==> config.mk <==
export PLATFORM = sky130hd
export DESIGN_NAME = caps_ratio_banned_word_filter
export DESIGN_NICKNAME = d
export VERILOG_FILES = /design/src/cbwf_pkg.sv /design/src/cbwf_cell.sv /design/src/cbwf_verdict.sv /design/src/caps_ratio_banned_word_filter.sv
export SDC_FILE = /design/constraint.sdc
export NUM_CORES = 1
export LEC_CHECK = 0
export BUFFER_PORTS_ARGS = -buffer_cell sky130_fd_sc_hd__buf_2
export CAP_MARGIN = 20
export CORE_MARGIN = 5
export CORE_UTILIZATION = 50
export DETAILED_ROUTE_END_ITERATION = 10
export PLACE_DENSITY_LB_ADDON = 0.05
export SLEW_MARGIN = 10
export SYNTH_ARGS = -nofsm -noshare
export SYNTH_HDL_FRONTEND = slang
export SYNTH_SLANG_ARGS = --single-unit
==> constraint.sdc <==
create_clock -name clk -period 19.85 [get_ports clk]
set_input_delay 1.985 -clock clk [delete_from_list [all_inputs] [get_ports clk]]
set_output_delay 1.985 -clock clk [all_outputs]
set_load 0.1 [all_outputs]
==> src/cbwf_pkg.sv <==
package cbwf_pkg;

	// Counter width and banned word length limit.
	localparam int COUNT_BITS = 16;
	localparam int WORD_BYTES = 8;
	localparam int WORDS      = 2;
	localparam int IDX_BITS   = (WORD_BYTES > 1) ? $clog2(WORD_BYTES) : 1;

	// Register field widths.
	localparam int LIMIT_BITS = 17;
	localparam int TEXT_BITS  = 64;
	localparam int LEN_BITS   = 4;
	localparam int CFG_IDX_BITS  = 3;
	localparam int CFG_DATA_BITS = 64;

	localparam logic [COUNT_BITS-1:0] COUNT_MAX = '1;

	// Register indexes on the configuration port.
	localparam logic [CFG_IDX_BITS-1:0] REG_CAPS_LIMIT  = 3'd0;
	localparam logic [CFG_IDX_BITS-1:0] REG_FIRST_TEXT  = 3'd1;
	localparam logic [CFG_IDX_BITS-1:0] REG_FIRST_LEN   = 3'd2;
	localparam logic [CFG_IDX_BITS-1:0] REG_SECOND_TEXT = 3'd3;
	localparam logic [CFG_IDX_BITS-1:0] REG_SECOND_LEN  = 3'd4;

	// Values after reset: "badword1" and "badword2", first character lowest.
	localparam logic [LIMIT_BITS-1:0] RST_CAPS_LIMIT  = 17'd45875;
	localparam logic [TEXT_BITS-1:0]  RST_FIRST_TEXT  = 64'h3164726F77646162;
	localparam logic [TEXT_BITS-1:0]  RST_SECOND_TEXT = 64'h3264726F77646162;
	localparam logic [LEN_BITS-1:0]   RST_WORD_LEN    = 4'd8;

	localparam logic [7:0] CHAR_UPPER_A = 8'h41;
	localparam logic [7:0] CHAR_UPPER_Z = 8'h5A;

	typedef struct packed {
		logic [7:0] character;
		logic       has_character;
		logic       last_of_message;
	} msg_item_t;

	typedef struct packed {
		logic flagged;
		logic banned_hit;
		logic caps_over_limit;
	} verdict_t;

	// Control handed to every match cell.
	typedef struct packed {
		logic       shift;
		logic       clear;
		logic [7:0] data;
	} cell_ctl_t;

	// Totals of a finished message, waiting for the ratio test.
	typedef struct packed {
		logic [COUNT_BITS-1:0] byte_count;
		logic [COUNT_BITS-1:0] capital_count;
		logic                  word_seen;
	} msg_totals_t;

	// A word of length n has matched when the prefix flag of length n is set.
	// Length zero matches on any byte; lengths beyond the row are clipped.
	function automatic logic word_hit(input logic [WORD_BYTES-1:0] flags,
			input logic [LEN_BITS-1:0] len);
		logic [LEN_BITS-1:0] n;
		logic [IDX_BITS-1:0] idx;
		logic                hit;
		n = (len > LEN_BITS'(WORD_BYTES)) ? LEN_BITS'(WORD_BYTES) : len;
		idx = IDX_BITS'(n - LEN_BITS'(1));
		if (n == '0) begin
			hit = 1'b1;
		end else begin
			hit = flags[idx];
		end
		return hit;
	endfunction

endpackage

==> src/cbwf_cell.sv <==
module cbwf_cell (
	input  logic                                   clk,
	input  logic                                   arst_n,
	input  cbwf_pkg::cell_ctl_t                    ctl,
	input  logic [cbwf_pkg::WORDS-1:0]             prev_hit,
	input  logic [cbwf_pkg::WORDS-1:0][7:0]        word_char,
	output logic [cbwf_pkg::WORDS-1:0]             hit,
	output logic [cbwf_pkg::WORDS-1:0]             hit_next
);
	import cbwf_pkg::*;

	logic [WORDS-1:0] hit_q;
	logic [WORDS-1:0] char_eq;

	// A prefix one byte longer matches when the shorter one did a byte ago
	// and the new byte equals this cell's character of the word.
	always_comb begin
		for (int w = 0; w < WORDS; w++) begin
			char_eq[w] = (ctl.data == word_char[w]);
		end
		hit_next = ctl.shift ? (prev_hit & char_eq) : hit_q;
	end

	// The flags are dropped at the end of every message.
	always_ff @(posedge clk or negedge arst_n) begin
		if (!arst_n) begin
			hit_q <= '0;
		end else if (ctl.clear) begin
			hit_q <= '0;
		end else begin
			hit_q <= hit_next;
		end
	end

	assign hit = hit_q;

endmodule

==> src/cbwf_verdict.sv <==
module cbwf_verdict (
	input  logic                                 clk,
	input  logic                                 arst_n,
	input  logic                                 totals_valid,
	input  cbwf_pkg::msg_totals_t                totals,
	input  logic [cbwf_pkg::LIMIT_BITS-1:0]      caps_ratio_limit,
	output logic                                 totals_ready,
	output logic                                 verdict_valid,
	input  logic                                 verdict_stall,
	output cbwf_pkg::verdict_t                   verdict
);
	import cbwf_pkg::*;

	localparam int PROD_BITS = LIMIT_BITS + COUNT_BITS;

	logic                 valid_q;
	verdict_t             verdict_q;
	logic [PROD_BITS-1:0] limit_prod;
	logic [PROD_BITS-1:0] caps_scaled;
	logic                 non_empty;
	logic                 over;
	logic                 banned;

	// Exact ratio test: capitals * 65536 against limit * length.
	always_comb begin
		limit_prod  = PROD_BITS'(caps_ratio_limit) * PROD_BITS'(totals.byte_count);
		caps_scaled = PROD_BITS'({totals.capital_count, 16'h0000});
		non_empty   = (totals.byte_count != '0);
		over        = non_empty && (caps_scaled > limit_prod);
		banned      = non_empty && totals.word_seen;
	end

	// The output register frees itself when its request is taken.
	assign totals_ready = !valid_q || !verdict_stall;

	always_ff @(posedge clk or negedge arst_n) begin
		if (!arst_n) begin
			valid_q <= 1'b0;
		end else if (totals_ready) begin
			valid_q <= totals_valid;
		end
	end

	always_ff @(posedge clk) begin
		if (totals_ready && totals_valid) begin
			verdict_q.flagged         <= banned | over;
			verdict_q.banned_hit      <= banned;
			verdict_q.caps_over_limit <= over;
		end
	end

	assign verdict_valid = valid_q;
	assign verdict       = verdict_q;

endmodule

==> src/caps_ratio_banned_word_filter.sv <==
// A verdict follows the last item of its message through a totals register, then
// the output register after the ratio test; backpressure can hold it in either.
// Throughput: one item per cycle; a character enters the row of match cells and
// the counters in the cycle it is accepted, and only backpressure stalls input.
// Reset (arst_n low, asynchronous): counters, match flags and valid bits clear,
// and the registers return to a limit of 45875 and the words "badword1"/"badword2".
module caps_ratio_banned_word_filter (
	input  logic                                  clk,
	input  logic                                  arst_n,
	input  logic                                  msg_valid,
	output logic                                  msg_stall,
	input  cbwf_pkg::msg_item_t                   msg,
	output logic                                  verdict_valid,
	input  logic                                  verdict_stall,
	output cbwf_pkg::verdict_t                    verdict,
	input  logic                                  cfg_valid,
	output logic                                  cfg_ready,
	input  logic [cbwf_pkg::CFG_IDX_BITS-1:0]     cfg_index,
	input  logic [cbwf_pkg::CFG_DATA_BITS-1:0]    cfg_data
);
	import cbwf_pkg::*;

	logic [LIMIT_BITS-1:0] caps_limit_q;
	logic [TEXT_BITS-1:0]  first_text_q;
	logic [LEN_BITS-1:0]   first_len_q;
	logic [TEXT_BITS-1:0]  second_text_q;
	logic [LEN_BITS-1:0]   second_len_q;

	logic [COUNT_BITS-1:0] byte_count_q;
	logic [COUNT_BITS-1:0] capital_count_q;
	logic                  word_seen_q;
	logic [COUNT_BITS-1:0] byte_count_next;
	logic [COUNT_BITS-1:0] capital_count_next;
	logic                  word_seen_next;

	logic                  valid_s1;
	msg_totals_t           totals_s1;
	logic                  totals_ready;

	logic                  accept;
	logic                  is_capital;
	cell_ctl_t             cell_ctl;

	logic [WORDS-1:0]      hit_row [WORD_BYTES];
	logic [WORDS-1:0]      hit_next_row [WORD_BYTES];
	logic [WORDS-1:0]      prev_row [WORD_BYTES];
	logic [WORD_BYTES-1:0] first_flags;
	logic [WORD_BYTES-1:0] second_flags;

	// Configuration writes are always taken.
	assign cfg_ready = 1'b1;

	always_ff @(posedge clk or negedge arst_n) begin
		if (!arst_n) begin
			caps_limit_q  <= RST_CAPS_LIMIT;
			first_text_q  <= RST_FIRST_TEXT;
			first_len_q   <= RST_WORD_LEN;
			second_text_q <= RST_SECOND_TEXT;
			second_len_q  <= RST_WORD_LEN;
		end else if (cfg_valid && cfg_ready) begin
			case (cfg_index)
				REG_CAPS_LIMIT: begin
					caps_limit_q <= cfg_data[LIMIT_BITS-1:0];
				end
				REG_FIRST_TEXT: begin
					first_text_q <= cfg_data[TEXT_BITS-1:0];
				end
				REG_FIRST_LEN: begin
					first_len_q <= cfg_data[LEN_BITS-1:0];
				end
				REG_SECOND_TEXT: begin
					second_text_q <= cfg_data[TEXT_BITS-1:0];
				end
				REG_SECOND_LEN: begin
					second_len_q <= cfg_data[LEN_BITS-1:0];
				end
				default: begin
				end
			endcase
		end
	end

	// Input requests wait only while the totals register cannot drain.
	assign msg_stall = valid_s1 && !totals_ready;
	assign accept    = msg_valid && !msg_stall;

	always_comb begin
		cell_ctl.shift = accept && msg.has_character;
		cell_ctl.clear = accept && msg.last_of_message;
		cell_ctl.data  = msg.character;
	end

	// Row of match cells; cell j holds the flags for prefixes of length j+1.
	for (genvar j = 0; j < WORD_BYTES; j++) begin : g_cell
		if (j == 0) begin : g_head
			assign prev_row[j] = '1;
		end else begin : g_link
			assign prev_row[j] = hit_row[j-1];
		end

		cbwf_cell u_cell (
			.clk       (clk),
			.arst_n    (arst_n),
			.ctl       (cell_ctl),
			.prev_hit  (prev_row[j]),
			.word_char ({second_text_q[8*j +: 8], first_text_q[8*j +: 8]}),
			.hit       (hit_row[j]),
			.hit_next  (hit_next_row[j])
		);

		assign first_flags[j]  = hit_next_row[j][0];
		assign second_flags[j] = hit_next_row[j][1];
	end

	// Saturating counters and the banned word flag, as they stand after this item.
	always_comb begin
		is_capital = (msg.character >= CHAR_UPPER_A) && (msg.character <= CHAR_UPPER_Z);
		byte_count_next    = byte_count_q;
		capital_count_next = capital_count_q;
		word_seen_next     = word_seen_q;
		if (cell_ctl.shift) begin
			if (byte_count_q != COUNT_MAX) begin
				byte_count_next = byte_count_q + COUNT_BITS'(1);
			end
			if (is_capital && (capital_count_q != COUNT_MAX)) begin
				capital_count_next = capital_count_q + COUNT_BITS'(1);
			end
			if (word_hit(first_flags, first_len_q) || word_hit(second_flags, second_len_q)) begin
				word_seen_next = 1'b1;
			end
		end
	end

	always_ff @(posedge clk or negedge arst_n) begin
		if (!arst_n) begin
			byte_count_q    <= '0;
			capital_count_q <= '0;
			word_seen_q     <= 1'b0;
		end else if (cell_ctl.clear) begin
			byte_count_q    <= '0;
			capital_count_q <= '0;
			word_seen_q     <= 1'b0;
		end else begin
			byte_count_q    <= byte_count_next;
			capital_count_q <= capital_count_next;
			word_seen_q     <= word_seen_next;
		end
	end

	// Totals of a finished message wait here for the ratio test. The register
	// takes a new entry whenever it is empty or drains in this cycle.
	always_ff @(posedge clk or negedge arst_n) begin
		if (!arst_n) begin
			valid_s1 <= 1'b0;
		end else if (!msg_stall) begin
			valid_s1 <= cell_ctl.clear;
		end
	end

	always_ff @(posedge clk) begin
		if (cell_ctl.clear) begin
			totals_s1.byte_count    <= byte_count_next;
			totals_s1.capital_count <= capital_count_next;
			totals_s1.word_seen     <= word_seen_next;
		end
	end

	cbwf_verdict u_verdict (
		.clk              (clk),
		.arst_n           (arst_n),
		.totals_valid     (valid_s1),
		.totals           (totals_s1),
		.caps_ratio_limit (caps_limit_q),
		.totals_ready     (totals_ready),
		.verdict_valid    (verdict_valid),
		.verdict_stall    (verdict_stall),
		.verdict          (verdict)
	);

`ifndef SYNTHESIS
	// A message end always lands in the totals register.
	a_end_loads_totals: assert property (@(posedge clk) disable iff (!arst_n)
		(accept && msg.last_of_message) |=> valid_s1)
		else $error("message end did not reach the totals register");

	// The byte counter and the word flag start afresh after a message end.
	a_end_clears_counts: assert property (@(posedge clk) disable iff (!arst_n)
		(accept && msg.last_of_message) |=> (byte_count_q == '0 && !word_seen_q))
		else $error("message state not cleared after message end");

	// Capitals are a subset of the bytes.
	a_caps_bounded: assert property (@(posedge clk) disable iff (!arst_n)
		capital_count_q <= byte_count_q)
		else $error("capital count exceeds byte count");

	// The flag is the union of the two rules.
	a_flag_union: assert property (@(posedge clk) disable iff (!arst_n)
		verdict_valid |-> (verdict.flagged == (verdict.banned_hit | verdict.caps_over_limit)))
		else $error("flagged disagrees with its rules");

	// Totals never overwritten while waiting.
	a_totals_held: assert property (@(posedge clk) disable iff (!arst_n)
		(valid_s1 && !totals_ready) |=> (valid_s1 && $stable(totals_s1)))
		else $error("waiting totals were lost");
`endif

endmodule
==> run summary <==
Die Area = 45700 um^2
HP Class = flop to flop
CTS HTree Levels = 1
# IOs = 88
Ys flop type = dfrtp_1
CTS Buf Count = 27
Clk sinks = 240
GR Util met3 = 0.0230
Setup Crit Path Kind = flop to flop
CP dominant cell by count = fa_1
Register-to-register path setup slack = 11450 ps
Hold_buf cts = 0
WL per Instance = 19.7 um
Die Width = 214 um
Max stage delay cell, worst path = edfxtp_1
GRT overflow = 0
RR Endpoint = u_verdict.verdict[2]$_DFFE_PP_
Max Slew Vio Count = 0
CP startpoint = totals_s1[25]$_DFFE_PP_
Sequential area share after synthesis = 0.302
Clock-pin slew on the worst setup and hold paths = 60 ps
Placed Cells = 2509
Yosys reg bits = 240
Max cap viols = 0
Global-route wire length before repair = 81.6 mm
Initial antenna violation count = 2
Grt met1 use = 0.297
Leading area contributor after synthesis = fa_1
Final WL = 50.5 mm
Maximum clock insertion buffer count = 3
Die Y = 214 um
RSZ-0062 raised after global routing = no
DR DRC count = 0
Later-pin clock latency in the skew report = 540 ps
Register-to-Register Path Depth = 29
CTS tree = built
Final ANT Viol Nets = 0
Syn_nets = 2379
CP required = 20140 ps
Fin crit share = 0.423
DP Wirelength = 38.0 mm
First-pass DRT Iterations = 5
Root buffer cell = clkbuf_16
Placeable Area = 40900 um^2
Most Crowded Layer GR = met2
Met2 Use GR = 0.408
Synth cell types = 78
Largest net degree at the start of global routing = 78
Startpoint types = flop
Min Clock Period, post-route = 8400 ps
CP endpoint kind = flop
Worst slew pin tran = 1080 ps
Cell Area, Synth = 20800 um^2
Final setup viols = 0
CTS resizes = 0
Critical Path End = u_verdict.verdict[2]$_DFFE_PP_
Placer congestion estimate = 0.837
CP Data Arrival Time = 8690 ps
Worst Path Max Fanout = 18
Avg Inst Size Synth = 10.6 um^2
Total track usage = 0.228
Vias/cell = 5.41
Synth area leaders = fa_1 (20%), dfrtp_1 (16%), dfstp_2 (9.2%)
Final hold violations = 0
Synth warn = 0
Setup bufs post-CTS = 0
Synth async-reset ratio = 0.850
Initial core utilization = 0.507
Pre-CTS setup slack = 11520 ps
Non-Filler Instances = 2561
Area grow syn2layout = 7.77%
1st-iter DRT viols = 663
Vias = 13900
Clock Skew = 9.76 ps
Synth Instances = 1964
Relative slew slack = 0.281
Outcome = complete, no violations
WHS = 487 ps
Share of cells above drive strength 1 = 0.195
Fin worst setup slack = 11450 ps
Fmax = 0.119 GHz
Post-synth EDFFs = 36
Share of the synthesized area in the top cell type = 0.201
I/O Buffers = 86
CP max stage delay = 880 ps
Number of global-route vias before repair = 14900
Worst R2R Start = totals_s1[25]$_DFFE_PP_
Setup TNS = 0 ps
# rows = 74
Nets@finish = 2422
final cells by class:
cell class | instances | area, um^2
diodes | 1 | 2.50
clock buffers | 41 | 790
clock inverters | 9 | 70.1
fillers | 3669 | 18600
inverters | 270 | 1010
multi-input cells | 1373 | 13000
flip-flops and latches | 240 | 6280
well taps | 532 | 666
repair buffers | 95 | 527
worst min path at each step:
stage / from / endpoint / slack (ps) / cells past startpoint
after global placement: valid_s1$_DFFE_PN0N_ / u_verdict.verdict_valid$_DFFE_PN0N_ / 470 / 1
after detailed placement: valid_s1$_DFFE_PN0N_ / u_verdict.verdict_valid$_DFFE_PN0N_ / 480 / 1
after global routing: word_seen_q$_DFF_PN0_ / word_seen_q$_DFF_PN0_ / 510 / 1
final: valid_s1$_DFFE_PN0N_ / u_verdict.verdict_valid$_DFFE_PN0N_ / 490 / 1
after floorplan: valid_s1$_DFFE_PN0N_ / u_verdict.verdict_valid$_DFFE_PN0N_ / 460 / 1
after CTS: valid_s1$_DFFE_PN0N_ / u_verdict.verdict_valid$_DFFE_PN0N_ / 490 / 1
sequential cells by signal, summed over array words and instances, names as in the netlist:
name	flops
caps_limit_q	17
word_seen_q	1
first_text_q	64
capital_count_q	16
first_len_q	4
second_len_q	4
totals_s1	33
u_verdict.verdict	3
u_verdict.verdict_valid	1
valid_s1	1
byte_count_q	16
second_text_q	64
g_cell.u_cell.hit	16
synth_stat cells (6+ instances only):
master,count
buf_6,12
ha_1,125
nor3_1,21
xnor2_1,136
dfrtp_1,131
dfstp_2,73
fa_1,208
and2_1,158
nand4_1,29
nand2b_1,8
o21a_1,8
o21ai_0,17
nor2_1,44
o31ai_1,7
a21oi_1,43
nand2_1,210
xor2_1,30
nor4_1,19
clkbuf_1,60
mux2_2,157
nor2b_1,9
a21o_1,15
inv_1,270
edfxtp_1,36
nand3_1,35
and4_1,6
layout by cell type, fill, tap and decap left out, types with 43 or more instances in the layout:
cell and n:
and2_1 158, xnor2_1 136, ha_1 125, nand2_1 210, buf_2 85, nor2_1 43
inv_1 270, dfrtp_1 131, mux2_2 157, fa_1 208, dfstp_2 73, a21oi_1 43
critical path, delay by kind of cell (launching register included):
| family | cells | cell delay [ps] |
|---|---|---|
| adder cells (fa/ha/maj) | 8 | 3590 |
| flip-flops | 1 | 880 |
| AO/OA/AOI/OAI | 7 | 1370 |
| AND/OR/NAND/NOR | 9 | 1970 |
| buffers and inverters | 5 | 340 |
metrics by stage:
stage                     utilization  instance area [um^2]
final                           0.547                 22400
after global routing            0.547                 22400
after CTS                       0.546                 22300
after detailed placement        0.525                 21500
after global placement          0.525                 21500
after floorplan                     -                 20800
cells by family (layout without fill, tap and decap cells):
group | Yosys count | count (layout) | share of synthesized area
simple gates | 568 | 568 | 0.142
buf+inv | 351 | 415 | 0.0713
fa+ha+maj | 333 | 333 | 0.276
flops | 240 | 240 | 0.302
xor+xnor | 168 | 168 | 0.0716
mux | 162 | 162 | 0.0894
compound gates | 141 | 141 | 0.0471
other cells | 1 | 2 | 0.000181
metal layers:
layer	part of all wire	vias to the layer above
li1	-	6441
met1	0.42	7078
met2	0.52	267
met3	0.037	73
met4	0.029	2
met5	0.00014	-
Power is left out: the tool's default activity adds up to more than one toggle a clock period on the data nets, which glitch-free logic cannot reach.
